File: src/hw/rtl/vct_pkg.sv
`timescale 1ns / 1ps

package vct_pkg;

    localparam int REPLICAS      = 32;
    localparam int POSITION_BITS = 16;

    localparam int OP_W     = 2;
    localparam int CHAR_W   = 8;
    localparam int IDX_W    = 5;
    localparam int COUNT_W  = 63;
    localparam int STATUS_W = 3;
    localparam int ERRPOS_W = 16;
    localparam int SIG_W    = 64;
    localparam int PMAP_W   = 32;

    localparam logic [POSITION_BITS-1:0] POS_MAX = {POSITION_BITS{1'b1}};

    // input tdata layout
    localparam int IN_OP_LSB   = 0;
    localparam int IN_CHAR_LSB = IN_OP_LSB + OP_W;
    localparam int IN_IDX_LSB  = IN_CHAR_LSB + CHAR_W;
    localparam int IN_VAL_LSB  = IN_IDX_LSB + IDX_W;
    localparam int IN_BITS     = IN_VAL_LSB + COUNT_W;
    localparam int IN_TDATA_W  = ((IN_BITS + 7) / 8) * 8;

    // output tdata layout
    localparam int OUT_STATUS_LSB = 0;
    localparam int OUT_ERRPOS_LSB = OUT_STATUS_LSB + STATUS_W;
    localparam int OUT_PREV_LSB   = OUT_ERRPOS_LSB + ERRPOS_W;
    localparam int OUT_SIG_LSB    = OUT_PREV_LSB + COUNT_W;
    localparam int OUT_PMAP_LSB   = OUT_SIG_LSB + SIG_W;
    localparam int OUT_BITS       = OUT_PMAP_LSB + PMAP_W;
    localparam int OUT_TDATA_W    = ((OUT_BITS + 7) / 8) * 8;

    localparam logic [CHAR_W-1:0] CH_NUL    = 8'h00;
    localparam logic [CHAR_W-1:0] CH_TAB    = 8'h09;
    localparam logic [CHAR_W-1:0] CH_CR     = 8'h0D;
    localparam logic [CHAR_W-1:0] CH_SPACE  = 8'h20;
    localparam logic [CHAR_W-1:0] CH_COMMA  = 8'h2C;
    localparam logic [CHAR_W-1:0] CH_ZERO   = 8'h30;
    localparam logic [CHAR_W-1:0] CH_NINE   = 8'h39;
    localparam logic [CHAR_W-1:0] CH_COLON  = 8'h3A;
    localparam logic [CHAR_W-1:0] CH_LBRACE = 8'h7B;
    localparam logic [CHAR_W-1:0] CH_RBRACE = 8'h7D;

    typedef enum logic [OP_W-1:0] {
        OP_PARSE  = 2'd0,
        OP_FOLLOW = 2'd1,
        OP_CLEAR  = 2'd2,
        OP_NONE   = 2'd3
    } t_op;

    typedef enum logic [STATUS_W-1:0] {
        ST_PARSING         = 3'd0,
        ST_ACCEPTED        = 3'd1,
        ST_PARSE_ERROR     = 3'd2,
        ST_FOLLOW_DONE     = 3'd3,
        ST_FOLLOW_REJECTED = 3'd4,
        ST_CLEARED         = 3'd5
    } t_status;

    typedef enum logic [2:0] {
        PH_BEGIN  = 3'd0,
        PH_KEY    = 3'd1,
        PH_KEYNUM = 3'd2,
        PH_SEP    = 3'd3,
        PH_VAL    = 3'd4,
        PH_VALNUM = 3'd5,
        PH_COMMA  = 3'd6,
        PH_END    = 3'd7
    } t_phase;

    typedef enum logic [1:0] {
        PR_BUSY   = 2'd0,
        PR_ACCEPT = 2'd1,
        PR_ERROR  = 2'd2
    } t_presult;

    typedef struct packed {
        t_presult              result;
        logic                  accept;
        logic [ERRPOS_W-1:0]   err_pos;
        logic                  entry_valid;
        logic [IDX_W-1:0]      entry_replica;
        logic [COUNT_W-1:0]    entry_value;
    } t_parse_out;

    typedef struct packed {
        logic                  follow_ok;
        logic [COUNT_W-1:0]    prev_count;
        logic [SIG_W-1:0]      signature;
        logic [PMAP_W-1:0]     presence;
    } t_clock_view;

endpackage

File: src/hw/rtl/vct_parser.sv
`timescale 1ns / 1ps

module vct_parser import vct_pkg::*; (
    input  logic                i_clk,
    input  logic                i_rst_n,
    input  t_op                 i_op,
    input  logic [CHAR_W-1:0]   i_char,
    input  logic [REPLICAS-1:0] i_nonzero,
    output t_parse_out          o_parse
);

    localparam int ACC_EXT_W = COUNT_W + 4;

    t_phase                   r_phase, n_phase;
    logic [COUNT_W-1:0]       r_acc, n_acc;
    logic                     r_ovf, n_ovf;
    logic [IDX_W-1:0]         r_held, n_held;
    logic [POSITION_BITS-1:0] r_pos, n_pos;

    logic                     w_digit, w_blank, w_space;
    logic [3:0]               w_dval;
    logic [ACC_EXT_W-1:0]     w_prod;
    logic                     w_acc_ovf;
    logic                     w_key_ok, w_val_ok;
    logic [POSITION_BITS-1:0] w_pos_inc;
    logic                     w_num_step, w_num_bad, w_entry_wr;
    t_phase                   w_eff, w_go;
    t_presult                 w_result;

    assign w_digit = (i_char >= CH_ZERO) && (i_char <= CH_NINE);
    assign w_blank = (i_char == CH_SPACE) || (i_char == CH_TAB);
    assign w_space = (i_char == CH_SPACE) || ((i_char >= CH_TAB) && (i_char <= CH_CR));
    assign w_dval  = 4'(i_char - CH_ZERO);

    // acc * 10 + digit, wide enough to see a carry past bit 62
    assign w_prod    = ({4'b0, r_acc} << 3) + ({4'b0, r_acc} << 1) + ACC_EXT_W'(w_dval);
    assign w_acc_ovf = |w_prod[ACC_EXT_W-1:COUNT_W];

    assign w_key_ok  = !r_ovf && (r_acc < COUNT_W'(REPLICAS));
    assign w_val_ok  = !r_ovf && !i_nonzero[r_held];
    assign w_pos_inc = (r_pos == POS_MAX) ? r_pos : r_pos + 1'b1;

    // a terminated number hands its character on to the following phase
    always_comb begin
        w_num_step = 1'b0;
        w_num_bad  = 1'b0;
        w_entry_wr = 1'b0;
        w_eff      = r_phase;
        if (r_phase == PH_KEYNUM) begin
            w_num_step = w_digit;
            w_num_bad  = !w_digit && !w_key_ok;
            w_eff      = PH_SEP;
        end else if (r_phase == PH_VALNUM) begin
            w_num_step = w_digit;
            w_num_bad  = !w_digit && !w_val_ok;
            w_entry_wr = !w_digit && w_val_ok;
            w_eff      = PH_COMMA;
        end
    end

    // next state
    always_comb begin
        w_go     = w_eff;
        w_result = PR_BUSY;
        if (w_num_step) begin
            w_go = r_phase;
        end else if (w_num_bad) begin
            w_result = PR_ERROR;
        end else begin
            unique case (w_eff)
                PH_BEGIN: begin
                    if (i_char == CH_LBRACE) w_go = PH_KEY;
                    else if (!w_blank) w_result = PR_ERROR;
                end
                PH_KEY: begin
                    if (w_digit) w_go = PH_KEYNUM;
                    else if (i_char == CH_RBRACE) w_go = PH_END;
                    else if (!w_blank) w_result = PR_ERROR;
                end
                PH_SEP: begin
                    if (i_char == CH_COLON) w_go = PH_VAL;
                    else if (!w_blank) w_result = PR_ERROR;
                end
                PH_VAL: begin
                    if (w_digit) w_go = PH_VALNUM;
                    else if (!w_blank) w_result = PR_ERROR;
                end
                PH_COMMA: begin
                    if (i_char == CH_RBRACE) w_go = PH_END;
                    else if (i_char == CH_COMMA) w_go = PH_KEY;
                    else if (!w_space) w_result = PR_ERROR;
                end
                PH_END: begin
                    if (i_char == CH_NUL) w_result = PR_ACCEPT;
                    else if (!w_blank) w_result = PR_ERROR;
                end
                default: w_result = PR_ERROR;
            endcase
        end

        unique case (i_op)
            OP_PARSE: n_phase = (w_result != PR_BUSY) ? PH_BEGIN : w_go;
            OP_CLEAR: n_phase = PH_BEGIN;
            default:  n_phase = r_phase;
        endcase
    end

    // datapath and outputs
    always_comb begin
        n_acc  = r_acc;
        n_ovf  = r_ovf;
        n_held = r_held;
        n_pos  = r_pos;
        if (i_op == OP_PARSE) begin
            n_pos = w_pos_inc;
            if (w_num_step) begin
                if (w_acc_ovf) n_ovf = 1'b1;
                else n_acc = w_prod[COUNT_W-1:0];
            end else if ((w_go == PH_KEYNUM) || (w_go == PH_VALNUM)) begin
                n_acc = COUNT_W'(w_dval);
                n_ovf = 1'b0;
            end
            if ((r_phase == PH_KEYNUM) && !w_digit && w_key_ok) begin
                n_held = r_acc[IDX_W-1:0];
            end
            if (w_result != PR_BUSY) begin
                n_acc  = '0;
                n_ovf  = 1'b0;
                n_held = '0;
                n_pos  = '0;
            end
        end else if (i_op == OP_CLEAR) begin
            n_acc  = '0;
            n_ovf  = 1'b0;
            n_held = '0;
            n_pos  = '0;
        end

        o_parse.result        = w_result;
        o_parse.accept        = (i_op == OP_PARSE) && (w_result == PR_ACCEPT);
        o_parse.err_pos       = ((i_op == OP_PARSE) && (w_result == PR_ERROR)) ?
                                ERRPOS_W'(w_pos_inc) : '0;
        o_parse.entry_valid   = (i_op == OP_PARSE) && w_entry_wr;
        o_parse.entry_replica = r_held;
        o_parse.entry_value   = r_acc;
    end

    always_ff @(posedge i_clk) begin
        if (!i_rst_n) begin
            r_phase <= PH_BEGIN;
            r_acc   <= '0;
            r_ovf   <= 1'b0;
            r_held  <= '0;
            r_pos   <= '0;
        end else begin
            r_phase <= n_phase;
            r_acc   <= n_acc;
            r_ovf   <= n_ovf;
            r_held  <= n_held;
            r_pos   <= n_pos;
        end
    end

endmodule

File: src/hw/rtl/vct_clock_store.sv
`timescale 1ns / 1ps

module vct_clock_store import vct_pkg::*; (
    input  logic                i_clk,
    input  logic                i_rst_n,
    input  t_op                 i_op,
    input  t_parse_out          i_parse,
    input  logic [IDX_W-1:0]    i_idx,
    input  logic [COUNT_W-1:0]  i_val,
    output logic [REPLICAS-1:0] o_nonzero,
    output t_clock_view         o_view
);

    // an entry whose presence bit is clear reads as zero
    logic [COUNT_W-1:0]  r_table [REPLICAS];
    logic [REPLICAS-1:0] r_presence, n_presence;
    logic [REPLICAS-1:0] r_nonzero, n_nonzero;
    logic [SIG_W-1:0]    r_sig, n_sig;
    logic [SIG_W-1:0]    r_pending, n_pending;

    logic [COUNT_W-1:0]  w_prev;
    logic                w_idx_ok, w_follow_ok;
    logic [SIG_W-1:0]    w_delta;
    logic                w_wr_en;
    logic [IDX_W-1:0]    w_wr_addr;
    logic [COUNT_W-1:0]  w_wr_data;

    assign w_prev      = r_presence[i_idx] ? r_table[i_idx] : '0;
    assign w_idx_ok    = {1'b0, i_idx} < (IDX_W + 1)'(REPLICAS);
    assign w_follow_ok = (i_op == OP_FOLLOW) && w_idx_ok && (i_val > w_prev);
    assign w_delta     = {1'b0, i_val} - {1'b0, w_prev};

    always_comb begin
        n_presence = r_presence;
        n_nonzero  = r_nonzero;
        n_sig      = r_sig;
        n_pending  = r_pending;
        w_wr_en    = 1'b0;
        w_wr_addr  = i_idx;
        w_wr_data  = i_val;
        case (i_op)
            OP_FOLLOW: begin
                if (w_follow_ok) begin
                    n_presence[i_idx] = 1'b1;
                    n_nonzero[i_idx]  = 1'b1;
                    n_sig             = r_sig + w_delta;
                    n_pending         = r_pending + w_delta;
                    w_wr_en           = 1'b1;
                end
            end
            OP_PARSE: begin
                // a parsed entry only lands on a zero counter, so the delta is the value
                if (i_parse.entry_valid) begin
                    n_presence[i_parse.entry_replica] = 1'b1;
                    n_nonzero[i_parse.entry_replica]  = |i_parse.entry_value;
                    n_pending = r_pending + {1'b0, i_parse.entry_value};
                    w_wr_en   = 1'b1;
                    w_wr_addr = i_parse.entry_replica;
                    w_wr_data = i_parse.entry_value;
                end
                if (i_parse.accept) begin
                    n_sig = r_pending;
                end
            end
            OP_CLEAR: begin
                n_presence = '0;
                n_nonzero  = '0;
                n_sig      = '0;
                n_pending  = '0;
            end
            default: begin
            end
        endcase
    end

    always_ff @(posedge i_clk) begin
        if (w_wr_en) begin
            r_table[w_wr_addr] <= w_wr_data;
        end
    end

    always_ff @(posedge i_clk) begin
        if (!i_rst_n) begin
            r_presence <= '0;
            r_nonzero  <= '0;
            r_sig      <= '0;
            r_pending  <= '0;
        end else begin
            r_presence <= n_presence;
            r_nonzero  <= n_nonzero;
            r_sig      <= n_sig;
            r_pending  <= n_pending;
        end
    end

    assign o_nonzero         = r_nonzero;
    assign o_view.follow_ok  = w_follow_ok;
    assign o_view.prev_count = w_idx_ok ? w_prev : '0;
    assign o_view.signature  = n_sig;
    assign o_view.presence   = PMAP_W'(n_presence);

endmodule

File: src/hw/rtl/vector_clock_text_parser.sv
`timescale 1ns / 1ps
// Path: an input transaction is captured in the input register, then passes once through the
// parser and counter table into the result register when the output can take it.
// Throughput: one item per cycle unless stalled; parser phase and counter table update jointly.
// Reset: synchronous, active low; clears the clock, the parser and both stage valids.
// No clearing pass: the presence bits mask the counter table.

module vector_clock_text_parser import vct_pkg::*; (
    input  logic                   i_clk,
    input  logic                   i_rst_n,
    input  logic                   s_axis_tvalid,
    output logic                   s_axis_tready,
    // operation, char_code, replica_index, new_count
    input  logic [IN_TDATA_W-1:0]  s_axis_tdata,
    output logic                   m_axis_tvalid,
    input  logic                   m_axis_tready,
    // status, error_position, previous_count, clock_signature, presence_map
    output logic [OUT_TDATA_W-1:0] m_axis_tdata
);

    logic                   r_in_valid;
    t_op                    r_op;
    logic [CHAR_W-1:0]      r_char;
    logic [IDX_W-1:0]       r_idx;
    logic [COUNT_W-1:0]     r_val;

    logic                   r_out_valid;
    logic [OUT_TDATA_W-1:0] r_out_data, n_out_data;

    logic                   w_fire;
    t_op                    w_op;
    t_parse_out             w_parse;
    t_clock_view            w_view;
    logic [REPLICAS-1:0]    w_nonzero;
    t_status                w_status;
    logic [ERRPOS_W-1:0]    w_errpos;
    logic [COUNT_W-1:0]     w_prev;

    assign w_fire        = r_in_valid && (!r_out_valid || m_axis_tready);
    assign s_axis_tready = !r_in_valid || w_fire;
    // stalled cycles present a no-op to the state
    assign w_op          = w_fire ? r_op : OP_NONE;

    always_ff @(posedge i_clk) begin
        if (s_axis_tvalid && s_axis_tready) begin
            r_op   <= t_op'(s_axis_tdata[IN_OP_LSB +: OP_W]);
            r_char <= s_axis_tdata[IN_CHAR_LSB +: CHAR_W];
            r_idx  <= s_axis_tdata[IN_IDX_LSB +: IDX_W];
            r_val  <= s_axis_tdata[IN_VAL_LSB +: COUNT_W];
        end
    end

    vct_parser u_parser (
        .i_clk     (i_clk),
        .i_rst_n   (i_rst_n),
        .i_op      (w_op),
        .i_char    (r_char),
        .i_nonzero (w_nonzero),
        .o_parse   (w_parse)
    );

    vct_clock_store u_store (
        .i_clk     (i_clk),
        .i_rst_n   (i_rst_n),
        .i_op      (w_op),
        .i_parse   (w_parse),
        .i_idx     (r_idx),
        .i_val     (r_val),
        .o_nonzero (w_nonzero),
        .o_view    (w_view)
    );

    always_comb begin
        w_status = ST_PARSING;
        w_errpos = '0;
        w_prev   = '0;
        case (r_op)
            OP_PARSE: begin
                case (w_parse.result)
                    PR_ACCEPT: w_status = ST_ACCEPTED;
                    PR_ERROR:  w_status = ST_PARSE_ERROR;
                    default:   w_status = ST_PARSING;
                endcase
                w_errpos = w_parse.err_pos;
            end
            OP_FOLLOW: begin
                w_status = w_view.follow_ok ? ST_FOLLOW_DONE : ST_FOLLOW_REJECTED;
                w_prev   = w_view.prev_count;
            end
            OP_CLEAR: w_status = ST_CLEARED;
            default:  w_status = ST_PARSING;
        endcase

        n_out_data = '0;
        n_out_data[OUT_STATUS_LSB +: STATUS_W] = w_status;
        n_out_data[OUT_ERRPOS_LSB +: ERRPOS_W] = w_errpos;
        n_out_data[OUT_PREV_LSB +: COUNT_W]    = w_prev;
        n_out_data[OUT_SIG_LSB +: SIG_W]       = w_view.signature;
        n_out_data[OUT_PMAP_LSB +: PMAP_W]     = w_view.presence;
    end

    always_ff @(posedge i_clk) begin
        if (w_fire) begin
            r_out_data <= n_out_data;
        end
    end

    always_ff @(posedge i_clk) begin
        if (!i_rst_n) begin
            r_in_valid  <= 1'b0;
            r_out_valid <= 1'b0;
        end else begin
            if (s_axis_tready) begin
                r_in_valid <= s_axis_tvalid;
            end
            if (w_fire) begin
                r_out_valid <= 1'b1;
            end else if (m_axis_tready) begin
                r_out_valid <= 1'b0;
            end
        end
    end

    assign m_axis_tvalid = r_out_valid;
    assign m_axis_tdata  = r_out_data;

endmodule

File: config.mk
export PLATFORM = sky130hd
export DESIGN_NAME = vector_clock_text_parser
export DESIGN_NICKNAME = d
export VERILOG_FILES = /design/src/hw/rtl/vct_pkg.sv /design/src/hw/rtl/vct_parser.sv /design/src/hw/rtl/vct_clock_store.sv /design/src/hw/rtl/vector_clock_text_parser.sv
export SDC_FILE = /design/constraint.sdc
export NUM_CORES = 2
export LEC_CHECK = 0
export BUFFER_PORTS_ARGS = -buffer_cell sky130_fd_sc_hd__buf_2
export CAP_MARGIN = 20
export CORE_ASPECT_RATIO = 0.7
export CORE_MARGIN = 2
export CORE_UTILIZATION = 40
export DETAILED_ROUTE_END_ITERATION = 16
export SLEW_MARGIN = 20
export SYNTH_ARGS = -nofsm -noshare
export SYNTH_HDL_FRONTEND = slang
export SYNTH_HIERARCHICAL = 1
export SYNTH_SLANG_ARGS = --single-unit
File: constraint.sdc
create_clock -name i_clk -period 11.9 [get_ports i_clk]
set_clock_uncertainty 0.15 [all_clocks]
set_input_delay 2.38 -clock i_clk [delete_from_list [all_inputs] [get_ports i_clk]]
set_output_delay 2.38 -clock i_clk [all_outputs]
set_load 0.02 [all_outputs]
==> flow_metrics.env <==
export IMPL_drv_cap=0
export IMPL_dpl_hpwl_um=244000
export IMPL_crit_fanout=15
export IMPL_initial_core_util_pct=40.3
export IMPL_hold_viol=0
export IMPL_die_area_um2=293000
export IMPL_drc_errors=0
export IMPL_crit_start="r_idx[1]"
export IMPL_combPwrFrac_pct=7.9
export IMPL_yosys_top_cells_area="edfxtp_1 (59%), mux4_2 (10%), dfxtp_1 (4.9%)"
export IMPL_status="finished, final reports clean"
export IMPL_synth_top_area_share_pct=59.2
export IMPL_max_vdd_ir_drop_uv=140
export IMPL_nets=8519
export IMPL_reg2reg_to="m_axis_tdata[138]"
export IMPL_cp_end_kind="register"
export IMPL_r2r_start="r_idx[1]"
export IMPL_track_usage_pct=25.5
export IMPL_pwr_share_clk_pct=40.8
export IMPL_slew_limit_headroom_pct=20.0
export IMPL_p_leak_nw=44.8
export IMPL_avgRoutedWirePerCell_um=31.5
export IMPL_first_iter_violations=10812
export IMPL_ys_flop_type="edfxtp_1"
export IMPL_post_place_ws_ns=1.17
export IMPL_intPower_mw=14.7
export IMPL_finalSetupViolations=0
export IMPL_syn_area_um2=115000
export IMPL_crit_arrival_ns=11.42
export IMPL_rsz0062_at_grt="false"
export IMPL_fin_util_pct=45.3
export IMPL_drive_above_1_share_pct=18.1
export IMPL_fin_crit_ns=10.91
export IMPL_portBuffers=261
export IMPL_synth_edf_count=2272
export IMPL_swShare_pct=23.7
export IMPL_clock_root_buffer="clkbuf_16"
export IMPL_power_density_nw_per_um2=149
export IMPL_cts_made_buffers=248
export IMPL_grt_overflow_total=0
export IMPL_register_area_um2=73900
export IMPL_antenna_left=0
export IMPL_via_per_inst=6.10
export IMPL_finalSetupTns_ns=0
export IMPL_power_mw=19.3
export IMPL_htree_levels=4
export IMPL_worst_path_max_delay_cell="edfxtp_1"
export IMPL_synth_seq_area_share_pct=64.1
export IMPL_vias=74033
export IMPL_cp_top_family="compound AO/OA/AOI/OAI gates"
export IMPL_syn_inst=7865
export IMPL_dieHeight_um=453
export IMPL_num_rows=164
export IMPL_grt_max_degree=161
export IMPL_fmax_mhz=91.7
export IMPL_ys_types=91
export IMPL_cts_sinks=2554
export IMPL_ys_ff_latch=2554
export IMPL_finalCritPeriodShare_pct=91.7
export IMPL_tightest_slew_ns=1.19
export IMPL_grt_first_pass_wirelength_um=531000
export IMPL_p_sw_mw=4.56
export IMPL_synth_area_per_cell_um2=14.7
export IMPL_setup_ws_ns=0.992
export IMPL_worstHoldEndpoint="u_store/r_pending[0]"
export IMPL_core_area_um2=286000
export IMPL_pwr_share_seq_pct=51.3
export IMPL_gp_congestion=0.998
export IMPL_r2r_slack_ns=0.99
export IMPL_syn_to_final_growth_pct=12.4
export IMPL_multi_input_area_um2=39400
export IMPL_synth_area_leader_cell="edfxtp_1"
export IMPL_cp_buffers_inverters=3
export IMPL_cp_required_ns=12.41
export IMPL_grt_pass1_vias=70150
export IMPL_min_path_type="register to register"
export IMPL_worstHoldStart="u_store/r_pending[0]"
export IMPL_dr_pass1_iters=6
export IMPL_drv_slew=0
export IMPL_cts_hold_buf=0
export IMPL_cts_setup_buffers=0
export IMPL_dieWidth_um=646
export IMPL_clkSlewWorstSetupHoldPaths_ns=0.06
export IMPL_nFillCells=25176
export IMPL_crit_type="register to register"
export IMPL_clock_path_buffers=4
export IMPL_holdPathStages=2
export IMPL_wl_um=382000
export IMPL_cts_resized=0
export IMPL_yosysWarnings=6
export IMPL_io_pins=270
export IMPL_slowest_delay_ns=1.10
export IMPL_start_kind="register"
export IMPL_grt_antenna_before_repair=12
export IMPL_reg2regPathDepth=25
export IMPL_cts_tree="built"
export IMPL_clkLatencyLatePin_ns=0.97
export IMPL_postSynth_asyncResetShare_pct=0
worst register-to-register path, stage by stage (launching register included):
cell and delay (ns):
edfxtp_1 1.10, mux4_2 0.46, a22oi_1 0.24, and4_4 0.50
buf_4 0.43, buf_4 0.38, a41o_1 0.42, ha_1 0.36
and3_1 0.27, a221oi_2 0.59, buf_4 0.30, o21ai_0 0.16
a21boi_0 0.39, o21ai_0 0.25, xor2_1 0.29, ha_1 0.35
and2_1 0.18, a221o_1 0.31, a221o_1 0.35, a31oi_1 0.61
o31ai_1 0.27, a21oi_1 0.94, o22ai_1 0.56, a31oi_1 0.49
xor2_1 0.19, o21ai_0 0.10
metal layers:
metal / wire [um] / global-route usage (%)
met5: 22 / 0
met3: 41800 / 6.93
met1: 170000 / 38.5
met2: 157000 / 35.3
met4: 13400 / 8.23
logic make-up after synthesis:
family          synth area share (%)
compound gates                  10.0
xor+xnor                        1.82
fa+ha+maj                       3.65
buf+inv                         2.19
flops                           64.1
mux                             10.8
other cells                  0.00325
simple gates                    7.46
metrics by stage:
step	hold slack [ns]	instance area [um^2]	cells
finish	0.325	130000	12132
global route	0.346	130000	12126
CTS	0.326	129000	12115
detailed placement	0.317	121000	11660
global placement	0.316	121000	11658
floorplan	0.282	115000	7870
registers in the layout (all words and copies together) (netlist names), 3 cells and up:
| signal | cells |
|---|---|
| r_val | 63 |
| u_parser/r_phase | 3 |
| m_axis_tdata | 178 |
| u_store/r_pending | 64 |
| u_store/r_sig | 64 |
| u_store/o_nonzero | 32 |
| u_parser/r_acc | 63 |
| u_parser/r_held | 5 |
| r_char | 8 |
| u_store/r_presence | 32 |
| u_parser/r_pos | 16 |
| u_store/r_table | 2016 |
| r_idx | 5 |
worst max path at each step:
stage	endpoint	slack, ns	cells after the start
floorplan	u_store/r_table[1][0]	1.64	20
global placement	u_store/r_sig[63]	1.19	27
detailed placement	m_axis_tdata[145]	1.17	28
CTS	m_axis_tdata[145]	1.19	28
global route	m_axis_tdata[145]	0.69	28
finish	m_axis_tdata[138]	0.99	25
cells in the mapped netlist (21+ instances only):
cell	count
nor4_1	40
and2_1	185
o21a_1	28
nor2b_1	37
a41o_1	65
o31ai_1	22
nand3_1	114
dfxtp_1	282
o21bai_1	48
a21o_1	181
mux2i_1	53
o21ai_0	234
edfxtp_1	2272
ha_1	328
o211ai_1	29
nor2_1	362
xor2_1	110
nor3_1	81
mux4_2	512
a211oi_1	46
a21oi_1	416
xnor2_1	130
nand4_1	83
and3_1	44
a31oi_1	46
a221o_1	39
clkbuf_1	344
buf_1	64
nand2b_1	37
or3_1	22
o221a_2	21
inv_1	156
nand2_1	745
a22oi_1	307
o22ai_1	40
cells in the final DEF, fill, tap and decap left out, types with 35 or more instances in the layout:
master,synthesis,layout
edfxtp_1,2272,2272
inv_1,156,154
o21bai_1,48,48
a21oi_1,416,412
a41o_1,65,65
a31oi_1,46,46
a221o_1,39,39
clkbuf_1,344,37
nor2_1,362,332
and2_1,185,176
mux2i_1,53,53
ha_1,328,328
clkinv_2,0,51
buf_4,9,150
nand3_1,114,113
clkbuf_16,0,250
xnor2_1,130,130
dfxtp_1,282,282
clkinv_1,2,52
nand2_1,745,716
a211oi_1,46,46
and3_1,44,43
nor4_1,40,36
nand2b_1,37,37
o21ai_0,234,233
o22ai_1,40,40
buf_2,19,260
mux4_2,512,512
xor2_1,110,110
a22oi_1,307,307
nand4_1,83,83
nor2b_1,37,35
a21o_1,181,181
nor3_1,81,75
area by class of cell:
| type | count | area share [%] |
|---|---|---|
| Tap cell | 3818 | 3.69 |
| Multi-Input combinational cell | 4702 | 30.4 |
| Sequential cell | 2554 | 57.0 |
| Inverter | 158 | 0.458 |
| Antenna cell | 7 | 0.0135 |
| Clock inverter | 162 | 1.16 |
| Clock buffer | 293 | 5.00 |
| Timing Repair Buffer | 438 | 2.28 |
power by group through the flow:
stage / logic [mW] / registers, mW / clock network [mW]
after floorplan: 0.983 / 10.1 / 0
after global placement: 1.48 / 10.1 / 0
after detailed placement: 1.49 / 10.1 / 0
after CTS: 1.50 / 9.89 / 7.98
after global routing: 1.64 / 9.89 / 8.35
final: 1.53 / 9.88 / 7.87
Power figures use the tool's default switching activity.
